<file path="config.mk">
export PLATFORM = sky130hd
export DESIGN_NAME = aligned_bump_allocator
export DESIGN_NICKNAME = d
export VERILOG_FILES = /design/src/hdl/abump_pkg.sv /design/src/hdl/abump_table.sv /design/src/hdl/abump_ctrl.sv /design/src/hdl/aligned_bump_allocator.sv
export SDC_FILE = /design/constraint.sdc
export NUM_CORES = 2
export LEC_CHECK = 0
export ABC_AREA = 1
export BUFFER_PORTS_ARGS = -buffer_cell sky130_fd_sc_hd__buf_2
export CAP_MARGIN = 10
export CORE_MARGIN = 2
export CORE_UTILIZATION = 59
export CTS_CLUSTER_SIZE = 20
export DETAILED_ROUTE_END_ITERATION = 8
export PLACE_DENSITY = 0.78
export SLEW_MARGIN = 20
export SYNTH_ARGS = -nofsm -noshare
export SYNTH_HDL_FRONTEND = slang
export SYNTH_SLANG_ARGS = --single-unit
</file>
<file path="constraint.sdc">
create_clock -name clk -period 5.6 [get_ports clk]
set_input_delay 0.56 -clock clk [delete_from_list [all_inputs] [get_ports clk]]
set_output_delay 0.56 -clock clk [all_outputs]
set_load 0.01 [all_outputs]
</file>
<file path="src/hdl/abump_pkg.sv">
// ----------------------------------------------------------------------------
// abump_pkg
// Shared types and constants of the aligned bump allocator.
// ----------------------------------------------------------------------------
package abump_pkg;

    localparam int ADDR_W              = 32;
    localparam int OP_W                = 3;
    localparam int CNT_W               = 6;
    localparam int CFG_IDX_W           = 1;
    localparam int MAX_RESULTS         = 32;
    localparam int DEFAULT_MAX_ENTRIES = 32;

    localparam logic [CFG_IDX_W-1:0] REG_BASE_ADDRESS = 1'b0;
    localparam logic [CFG_IDX_W-1:0] REG_REGION_SIZE  = 1'b1;

    typedef enum logic [OP_W-1:0] {
        OP_ALLOC      = 3'd0,
        OP_RESET      = 3'd1,
        OP_NEXT       = 3'd2,
        OP_ITER_RESET = 3'd3,
        OP_LIST       = 3'd4
    } op_t;

    typedef enum logic [2:0] {
        S_IDLE,
        S_ALIGN,
        S_REL,
        S_END,
        S_ALLOC,
        S_NEXT,
        S_LIST
    } state_t;

endpackage

</file>
<file path="src/hdl/abump_table.sv">
// ----------------------------------------------------------------------------
// abump_table
// Address table: one write port, one read port, registered read data.
// ----------------------------------------------------------------------------
module abump_table #(
    parameter int DEPTH = abump_pkg::DEFAULT_MAX_ENTRIES,
    parameter int AW    = 5
) (
    input  logic                          clk,
    input  logic                          wr_en,
    input  logic [AW-1:0]                 wr_addr,
    input  logic [abump_pkg::ADDR_W-1:0]  wr_data,
    input  logic                          rd_en,
    input  logic [AW-1:0]                 rd_addr,
    output logic [abump_pkg::ADDR_W-1:0]  rd_data
);

    logic [abump_pkg::ADDR_W-1:0] mem [DEPTH];
    logic [abump_pkg::ADDR_W-1:0] rd_data_reg;

    always_ff @(posedge clk)
    begin
        if (wr_en)
        begin
            mem[wr_addr] <= wr_data;
        end
    end

    always_ff @(posedge clk)
    begin
        if (rd_en)
        begin
            rd_data_reg <= mem[rd_addr];
        end
    end

    assign rd_data = rd_data_reg;

endmodule

</file>
<file path="src/hdl/abump_ctrl.sv">
// ----------------------------------------------------------------------------
// abump_ctrl
// Request sequencer: configuration registers, offset and iterator state,
// staged alignment arithmetic, table access and result registers.
// ----------------------------------------------------------------------------
module abump_ctrl #(
    parameter int MAX_ENTRIES = abump_pkg::DEFAULT_MAX_ENTRIES,
    parameter int AW          = 5,
    parameter int CW          = 6
) (
    input  logic                             clk,
    input  logic                             rst_n,
    input  logic                             cfg_write,
    input  logic [abump_pkg::CFG_IDX_W-1:0]  cfg_index,
    input  logic [abump_pkg::ADDR_W-1:0]     cfg_data,
    input  logic                             start,
    output logic                             busy,
    input  logic [abump_pkg::OP_W-1:0]       op,
    input  logic [abump_pkg::ADDR_W-1:0]     req_size,
    input  logic [abump_pkg::ADDR_W-1:0]     req_align,
    input  logic [abump_pkg::CNT_W-1:0]      max_count,
    output logic                             strobe,
    output logic [abump_pkg::ADDR_W-1:0]     address,
    output logic                             ok,
    output logic [abump_pkg::CNT_W-1:0]      count,
    output logic                             last,
    output logic                             wr_en,
    output logic [AW-1:0]                    wr_addr,
    output logic [abump_pkg::ADDR_W-1:0]     wr_data,
    output logic                             rd_en,
    output logic [AW-1:0]                    rd_addr,
    input  logic [abump_pkg::ADDR_W-1:0]     rd_data
);

    localparam int AWD = abump_pkg::ADDR_W;
    localparam int NW  = abump_pkg::CNT_W;

    abump_pkg::state_t state_reg, state_next;

    logic [AWD-1:0] base_reg;
    logic [AWD-1:0] region_reg;
    logic [AWD-1:0] used_offset_reg, used_offset_next;
    logic [CW-1:0]  entry_count_reg, entry_count_next;
    logic [CW-1:0]  iter_reg, iter_next;

    logic [AWD-1:0] cur_reg, cur_next;
    logic [AWD-1:0] mask_reg, mask_next;
    logic           align_nz_reg, align_nz_next;
    logic [AWD-1:0] size_reg, size_next;
    logic [AWD-1:0] end_reg, end_next;
    logic [NW-1:0]  list_n_reg, list_n_next;
    logic [NW-1:0]  list_idx_reg, list_idx_next;

    logic           strobe_reg, strobe_next;
    logic [AWD-1:0] address_reg, address_next;
    logic           ok_reg, ok_next;
    logic [NW-1:0]  count_reg, count_next;
    logic           last_reg, last_next;

    logic [NW:0]    ec_ext;
    logic [NW:0]    mc_ext;
    logic [NW:0]    n_min;
    logic [NW-1:0]  n_clamped;
    logic           full;
    logic           list_last;

    // Configuration writes
    always_ff @(posedge clk or negedge rst_n)
    begin
        if (!rst_n)
        begin
            base_reg   <= '0;
            region_reg <= '0;
        end
        else if (cfg_write)
        begin
            unique case (cfg_index)
                abump_pkg::REG_BASE_ADDRESS: base_reg   <= cfg_data;
                abump_pkg::REG_REGION_SIZE:  region_reg <= cfg_data;
                default: ;
            endcase
        end
    end

    always_ff @(posedge clk or negedge rst_n)
    begin
        if (!rst_n)
        begin
            state_reg       <= abump_pkg::S_IDLE;
            used_offset_reg <= '0;
            entry_count_reg <= '0;
            iter_reg        <= '0;
            strobe_reg      <= 1'b0;
        end
        else
        begin
            state_reg       <= state_next;
            used_offset_reg <= used_offset_next;
            entry_count_reg <= entry_count_next;
            iter_reg        <= iter_next;
            strobe_reg      <= strobe_next;
        end
    end

    always_ff @(posedge clk)
    begin
        cur_reg      <= cur_next;
        mask_reg     <= mask_next;
        align_nz_reg <= align_nz_next;
        size_reg     <= size_next;
        end_reg      <= end_next;
        list_n_reg   <= list_n_next;
        list_idx_reg <= list_idx_next;
        address_reg  <= address_next;
        ok_reg       <= ok_next;
        count_reg    <= count_next;
        last_reg     <= last_next;
    end

    assign ec_ext    = (NW + 1)'(entry_count_reg);
    assign mc_ext    = (NW + 1)'(max_count);
    assign n_min     = (ec_ext < mc_ext) ? ec_ext : mc_ext;
    assign n_clamped = (n_min > (NW + 1)'(abump_pkg::MAX_RESULTS))
                       ? NW'(abump_pkg::MAX_RESULTS) : n_min[NW-1:0];
    assign full      = (entry_count_reg >= CW'(MAX_ENTRIES));
    assign list_last = ((list_idx_reg + NW'(1)) == list_n_reg);

    always_comb
    begin
        state_next       = state_reg;
        used_offset_next = used_offset_reg;
        entry_count_next = entry_count_reg;
        iter_next        = iter_reg;
        cur_next         = cur_reg;
        mask_next        = mask_reg;
        align_nz_next    = align_nz_reg;
        size_next        = size_reg;
        end_next         = end_reg;
        list_n_next      = list_n_reg;
        list_idx_next    = list_idx_reg;
        strobe_next      = 1'b0;
        address_next     = address_reg;
        ok_next          = ok_reg;
        count_next       = count_reg;
        last_next        = last_reg;
        wr_en            = 1'b0;
        wr_addr          = AW'(entry_count_reg);
        wr_data          = cur_reg;
        rd_en            = 1'b0;
        rd_addr          = AW'(iter_reg);

        unique case (state_reg)
            abump_pkg::S_IDLE:
            begin
                if (start)
                begin
                    strobe_next  = 1'b1;
                    address_next = '0;
                    ok_next      = 1'b0;
                    count_next   = '0;
                    last_next    = 1'b1;
                    unique case (op)
                        abump_pkg::OP_ALLOC:
                        begin
                            strobe_next   = 1'b0;
                            cur_next      = base_reg + used_offset_reg;
                            mask_next     = req_align - AWD'(1);
                            align_nz_next = (req_align != '0);
                            size_next     = req_size;
                            state_next    = abump_pkg::S_ALIGN;
                        end
                        abump_pkg::OP_RESET:
                        begin
                            used_offset_next = '0;
                            entry_count_next = '0;
                            iter_next        = '0;
                            ok_next          = 1'b1;
                        end
                        abump_pkg::OP_NEXT:
                        begin
                            if (iter_reg < entry_count_reg)
                            begin
                                strobe_next = 1'b0;
                                rd_en       = 1'b1;
                                rd_addr     = AW'(iter_reg);
                                state_next  = abump_pkg::S_NEXT;
                            end
                        end
                        abump_pkg::OP_ITER_RESET:
                        begin
                            iter_next = '0;
                            ok_next   = 1'b1;
                        end
                        abump_pkg::OP_LIST:
                        begin
                            if (n_clamped != '0)
                            begin
                                strobe_next   = 1'b0;
                                rd_en         = 1'b1;
                                rd_addr       = '0;
                                list_n_next   = n_clamped;
                                list_idx_next = '0;
                                state_next    = abump_pkg::S_LIST;
                            end
                        end
                        default: ;
                    endcase
                end
            end
            abump_pkg::S_ALIGN:
            begin
                if (align_nz_reg)
                begin
                    cur_next = (cur_reg + mask_reg) & ~mask_reg;
                end
                state_next = abump_pkg::S_REL;
            end
            abump_pkg::S_REL:
            begin
                end_next   = cur_reg - base_reg;
                state_next = abump_pkg::S_END;
            end
            abump_pkg::S_END:
            begin
                end_next   = end_reg + size_reg;
                state_next = abump_pkg::S_ALLOC;
            end
            abump_pkg::S_ALLOC:
            begin
                strobe_next = 1'b1;
                count_next  = '0;
                last_next   = 1'b1;
                if ((end_reg > region_reg) || full)
                begin
                    address_next = '0;
                    ok_next      = 1'b0;
                end
                else
                begin
                    wr_en            = 1'b1;
                    used_offset_next = end_reg;
                    entry_count_next = entry_count_reg + CW'(1);
                    address_next     = cur_reg;
                    ok_next          = 1'b1;
                end
                state_next = abump_pkg::S_IDLE;
            end
            abump_pkg::S_NEXT:
            begin
                strobe_next  = 1'b1;
                address_next = rd_data;
                ok_next      = 1'b1;
                count_next   = '0;
                last_next    = 1'b1;
                iter_next    = iter_reg + CW'(1);
                state_next   = abump_pkg::S_IDLE;
            end
            abump_pkg::S_LIST:
            begin
                strobe_next  = 1'b1;
                address_next = rd_data;
                ok_next      = 1'b1;
                count_next   = list_n_reg;
                last_next    = list_last;
                if (list_last)
                begin
                    state_next = abump_pkg::S_IDLE;
                end
                else
                begin
                    rd_en         = 1'b1;
                    rd_addr       = AW'(list_idx_reg + NW'(1));
                    list_idx_next = list_idx_reg + NW'(1);
                end
            end
            default: state_next = abump_pkg::S_IDLE;
        endcase
    end

    assign busy    = (state_reg != abump_pkg::S_IDLE);
    assign strobe  = strobe_reg;
    assign address = address_reg;
    assign ok      = ok_reg;
    assign count   = count_reg;
    assign last    = last_reg;

    a_list_contiguous: assert property (@(posedge clk) disable iff (!rst_n)
        strobe_reg && !last_reg |=> strobe_reg)
        else $error("list stream broken before last");

    a_count_bound: assert property (@(posedge clk) disable iff (!rst_n)
        entry_count_reg <= CW'(MAX_ENTRIES))
        else $error("entry count beyond table depth");

    a_iter_bound: assert property (@(posedge clk) disable iff (!rst_n)
        iter_reg <= entry_count_reg)
        else $error("iterator past recorded entries");

    a_fail_zero: assert property (@(posedge clk) disable iff (!rst_n)
        strobe_reg && !ok_reg |-> address_reg == '0 && count_reg == '0)
        else $error("failed result carries data");

    a_no_write_on_read: assert property (@(posedge clk) disable iff (!rst_n)
        wr_en |-> !rd_en && state_reg == abump_pkg::S_ALLOC)
        else $error("table write outside commit");

endmodule

</file>
<file path="src/hdl/aligned_bump_allocator.sv">
// ----------------------------------------------------------------------------
// aligned_bump_allocator
// Linear bump allocator with aligned requests and an address table.
// ----------------------------------------------------------------------------
// A request is taken when start is high and busy is low; each result shows on
// the output ports for one cycle with strobe high and cannot be held off.
// Reset, iter_reset, unknown ops, a next with no entry left and an empty list
// complete without leaving idle (busy stays low). Next waits for the
// registered read of the address table. Alloc steps through the address
// chain (base plus offset, align, subtract base, add size, bound check and
// table write) with one adder per state. List streams one address per cycle
// from the table read port. Each result is registered and appears in the
// cycle after the cycle that produces it. The table needs no clearing after
// reset.
// ----------------------------------------------------------------------------
module aligned_bump_allocator #(
    parameter int MAX_ENTRIES = abump_pkg::DEFAULT_MAX_ENTRIES
) (
    input  logic                             clk,
    input  logic                             rst_n,
    input  logic                             cfg_write,
    input  logic [abump_pkg::CFG_IDX_W-1:0]  cfg_index,
    input  logic [abump_pkg::ADDR_W-1:0]     cfg_data,
    input  logic                             start,
    output logic                             busy,
    input  logic [abump_pkg::OP_W-1:0]       op,
    input  logic [abump_pkg::ADDR_W-1:0]     req_size,
    input  logic [abump_pkg::ADDR_W-1:0]     req_align,
    input  logic [abump_pkg::CNT_W-1:0]      max_count,
    output logic                             strobe,
    output logic [abump_pkg::ADDR_W-1:0]     address,
    output logic                             ok,
    output logic [abump_pkg::CNT_W-1:0]      count,
    output logic                             last
);

    localparam int AW = (MAX_ENTRIES > 1) ? $clog2(MAX_ENTRIES) : 1;
    localparam int CW = $clog2(MAX_ENTRIES + 1);

    logic                          wr_en;
    logic [AW-1:0]                 wr_addr;
    logic [abump_pkg::ADDR_W-1:0]  wr_data;
    logic                          rd_en;
    logic [AW-1:0]                 rd_addr;
    logic [abump_pkg::ADDR_W-1:0]  rd_data;

    abump_ctrl #(
        .MAX_ENTRIES (MAX_ENTRIES),
        .AW          (AW),
        .CW          (CW)
    ) u_ctrl (
        .clk       (clk),
        .rst_n     (rst_n),
        .cfg_write (cfg_write),
        .cfg_index (cfg_index),
        .cfg_data  (cfg_data),
        .start     (start),
        .busy      (busy),
        .op        (op),
        .req_size  (req_size),
        .req_align (req_align),
        .max_count (max_count),
        .strobe    (strobe),
        .address   (address),
        .ok        (ok),
        .count     (count),
        .last      (last),
        .wr_en     (wr_en),
        .wr_addr   (wr_addr),
        .wr_data   (wr_data),
        .rd_en     (rd_en),
        .rd_addr   (rd_addr),
        .rd_data   (rd_data)
    );

    abump_table #(
        .DEPTH (MAX_ENTRIES),
        .AW    (AW)
    ) u_table (
        .clk     (clk),
        .wr_en   (wr_en),
        .wr_addr (wr_addr),
        .wr_data (wr_data),
        .rd_en   (rd_en),
        .rd_addr (rd_addr),
        .rd_data (rd_data)
    );

endmodule
</file>
==> impl_metrics.json <==
{
  "status": "completed",
  "synth_edf_count": 1237,
  "cts_resized": 0,
  "cts_num_sinks": 1349,
  "totalWireLength_um": 183000,
  "grt_overflow": 0,
  "rows": 121,
  "r2r-start": "u_ctrl.end_reg[31]$_DFFE_PP_",
  "cap_violations": 0,
  "grt-busiest-layer": "met2",
  "fmax_ghz": 0.222,
  "synth_area_per_cell_um2": 9.90,
  "p_seq_frac": 0.346,
  "final_util": 0.662,
  "synth_area_mm2": 0.0649,
  "grt_max_degree": 164,
  "drc": 0,
  "num_io_pins": 152,
  "h-tree-depth": 4,
  "largest-register": "u_table.mem",
  "swShare": 0.415,
  "internal_power_w": 0.0226,
  "drtAntennaViolNets": 0,
  "crit_required_ns": 6.04,
  "clkPwrFrac": 0.234,
  "synth_cells": 6556,
  "synth_nets": 6842,
  "synth_top_area_share": 0.572,
  "dr.pass1.iters": 8,
  "slew_headroom": 0.294,
  "grt_use_met2": 0.527,
  "clock_skew_ns": 0.0308,
  "grt_pass1_wl_um": 278000,
  "worst_slack_ns": 1.10,
  "fin_nets": 6976,
  "grt_pass1_vias": 48000,
  "hp-start": "cfg_data[26]",
  "maxSlewViolCount": 0,
  "placedCellCount": 7925,
  "setup_tns_ns": 0,
  "area_growth_pct": 11.2,
  "cp_max_fo": 14,
  "ys_async_sr_fraction": 0.0830,
  "place_congestion": 0.933,
  "vdd_drop_max_uv": 563,
  "rsz0062_at_grt": "no",
  "vias": 49400,
  "initial_core_util": 0.595,
  "largest_reg_flops": 1024,
  "power.switching_w": 0.0160,
  "core-area_mm2": 0.109,
  "ys_ff_latch": 1349,
  "grt_usage": 0.324,
  "use_met1": 0.416,
  "die_x_um": 336,
  "arrival_ns": 4.94,
  "worst_setup_path_startpoint": "u_ctrl.end_reg[31]$_DFFE_PP_",
  "postCtsSetupRepairBufs": 0,
  "max_slew.worst_pin.slew_ns": 1.06,
  "finalSetupViolCount": 0,
  "use_met3": 0.0558,
  "synth_ff_type": "edfxtp_1",
  "crit_type": "flip-flop to flip-flop",
  "pwr-share-comb": 0.420,
  "synth_top_area_cell": "edfxtp_1",
  "power.density_mw_per_mm2": 535,
  "clkTransAtPathRegs_ns": 0.05,
  "end_kind": "flip-flop",
  "ys_seq_area_frac": 0.616,
  "routedWlPerCell_um": 22.3,
  "die_height_um": 336,
  "start_kind": "flip-flop",
  "finalCriticalPeriod_ns": 4.50,
  "cts_root_buf": "clkbuf_16",
  "hpwl_um": 108000,
  "drtIter0Drc": 6842,
  "synthTopCellsByArea": "edfxtp_1 57%, nand2_1 10%, nand3_1 8.9%",
  "clockBufferDepth": 3,
  "clk_latency_ns": 0.77,
  "dieArea_mm2": 0.113,
  "synth.distinct_cells": 61,
  "via_per_inst": 6.02,
  "place_ws_ns": 1.25,
  "layout_worst_path_cycle_share": 0.804,
  "cts_buffers": 139,
  "hold_class": "input pin to flip-flop",
  "cts_tree": "yes",
  "leakage_nw": 30.3,
  "antenna_found_initial": 5,
  "port-buffer-count": 151,
  "hold_buffers": 33,
  "hold_violations": 0,
  "final_cells": 8213,
  "drive_gt1_frac": 0.0808,
  "synth_warnings": 0
}
[cells by family after synthesis]
family / count (synthesis) / synth area share
flops: 1349 / 0.616
buf+inv: 1049 / 0.0696
mux: 1 / 0.000154
fa+ha+maj: 176 / 0.0344
simple gates: 3294 / 0.217
compound gates: 609 / 0.0533
xor+xnor: 78 / 0.0105
[final timing paths]
path	end	slack (ns)	cells past startpoint
hold reg to reg	u_ctrl.region_reg[9]$_DFFE_PN0P_	0.49	2
hold / removal	u_ctrl.region_reg[26]$_DFFE_PN0P_	0.10	3
min in group asynchronous	u_ctrl.region_reg[14]$_DFFE_PN0P_	0.50	2
setup reg to reg	u_table.mem[25][28]$_DFFE_PP_	1.10	14
setup / recovery	u_table.mem[25][28]$_DFFE_PP_	1.10	14
max in group asynchronous	u_ctrl.base_reg[31]$_DFFE_PN0P_	3.83	3
[synthesized netlist by cell type, types with 3 or more instances]
cell type	count
dfrtp_1	112
o22ai_1	4
o31ai_1	6
nor2_2	5
nand2_1	1802
o21a_1	12
xnor2_1	28
inv_2	7
o221ai_1	3
buf_1	20
a31oi_1	6
o21ai_1	14
a21o_1	6
inv_1	727
fa_1	4
edfxtp_1	1237
buf_8	3
buf_6	50
nand3_1	1149
ha_1	172
nand2_2	5
nor4_1	11
xor2_1	50
a221oi_1	10
nand3b_1	5
o21bai_1	11
nor2_1	252
nor3_1	27
a21boi_0	12
a22o_1	32
o2111ai_1	4
nand4_1	20
or2_2	5
o41ai_1	3
o21ai_0	226
buf_4	6
clkbuf_1	117
a21oi_1	240
o32ai_1	5
buf_2	117
o211ai_1	4
[critical path: stages (launching register included)]
cell,delay (ns)
edfxtp_1,0.42
ha_1,0.34
nand2_1,0.06
inv_1,0.06
nand3_1,0.07
inv_1,0.09
nand2_1,0.09
nor4_1,0.52
nand4_1,0.16
nand2_1,0.17
nand3_1,0.29
inv_2,0.22
nand2_1,0.49
nor2_4,0.85
buf_4,0.34
[routing by layer]
metal / share of wire / up-vias
met2: 0.47 / 3065
li1: - / 22500
met4: 0.058 / 2
met3: 0.11 / 645
met5: 0.000082 / -
met1: 0.36 / 23200
[layout by cell type (no fill, tap or decap), types with 18 or more instances in the layout]
cell,synthesis,routed
a22o_1,32,32
nor3_1,27,25
ha_1,172,172
a21oi_1,240,238
nand4_1,20,20
nor2_1,252,218
edfxtp_1,1237,1237
buf_4,6,87
clkinv_2,0,23
nand2_1,1802,1796
o21ai_0,226,225
clkbuf_16,0,143
nor2_4,1,33
buf_12,0,30
dfrtp_1,112,112
xnor2_1,28,28
clkinv_1,2,18
dlygate4sd3_1,0,33
nand3_1,1149,1149
clkbuf_1,117,41
buf_2,117,150
xor2_1,50,50
inv_1,727,724
[through the flow]
| stage | hold slack [ns] | power, W | area (um^2) |
|---|---|---|---|
| after detailed placement | 0.473 | 0.0292 | 67300 |
| after global placement | 0.465 | 0.0289 | 67300 |
| after global routing | 0.110 | 0.0408 | 72100 |
| after CTS | 0.0840 | 0.0383 | 72100 |
| after floorplan | 0.264 | 0.0252 | 64900 |
| final | 0.104 | 0.0386 | 72100 |
[final cells by class]
class / count / area [um^2]
antenna: 1 / 2.50
clock buffer: 187 / 3770
clock inverter: 62 / 639
fill: 8088 / 36900
inverter: 736 / 2770
multi-input combinational: 4158 / 20800
sequential: 1349 / 39900
tap: 1414 / 1770
timing repair buffer: 306 / 2450
[power groups by stage]
| stage | Combinational, W | Sequential, W | Clock, W |
|---|---|---|---|
| global placement | 0.0152 | 0.0136 | 0 |
| CTS | 0.0158 | 0.0134 | 0.00910 |
| detailed placement | 0.0156 | 0.0136 | 0 |
| floorplan | 0.0114 | 0.0138 | 0 |
| finish | 0.0162 | 0.0134 | 0.00906 |
| global route | 0.0179 | 0.0134 | 0.00947 |
No activity file was read; power rests on OpenSTA's default activity.
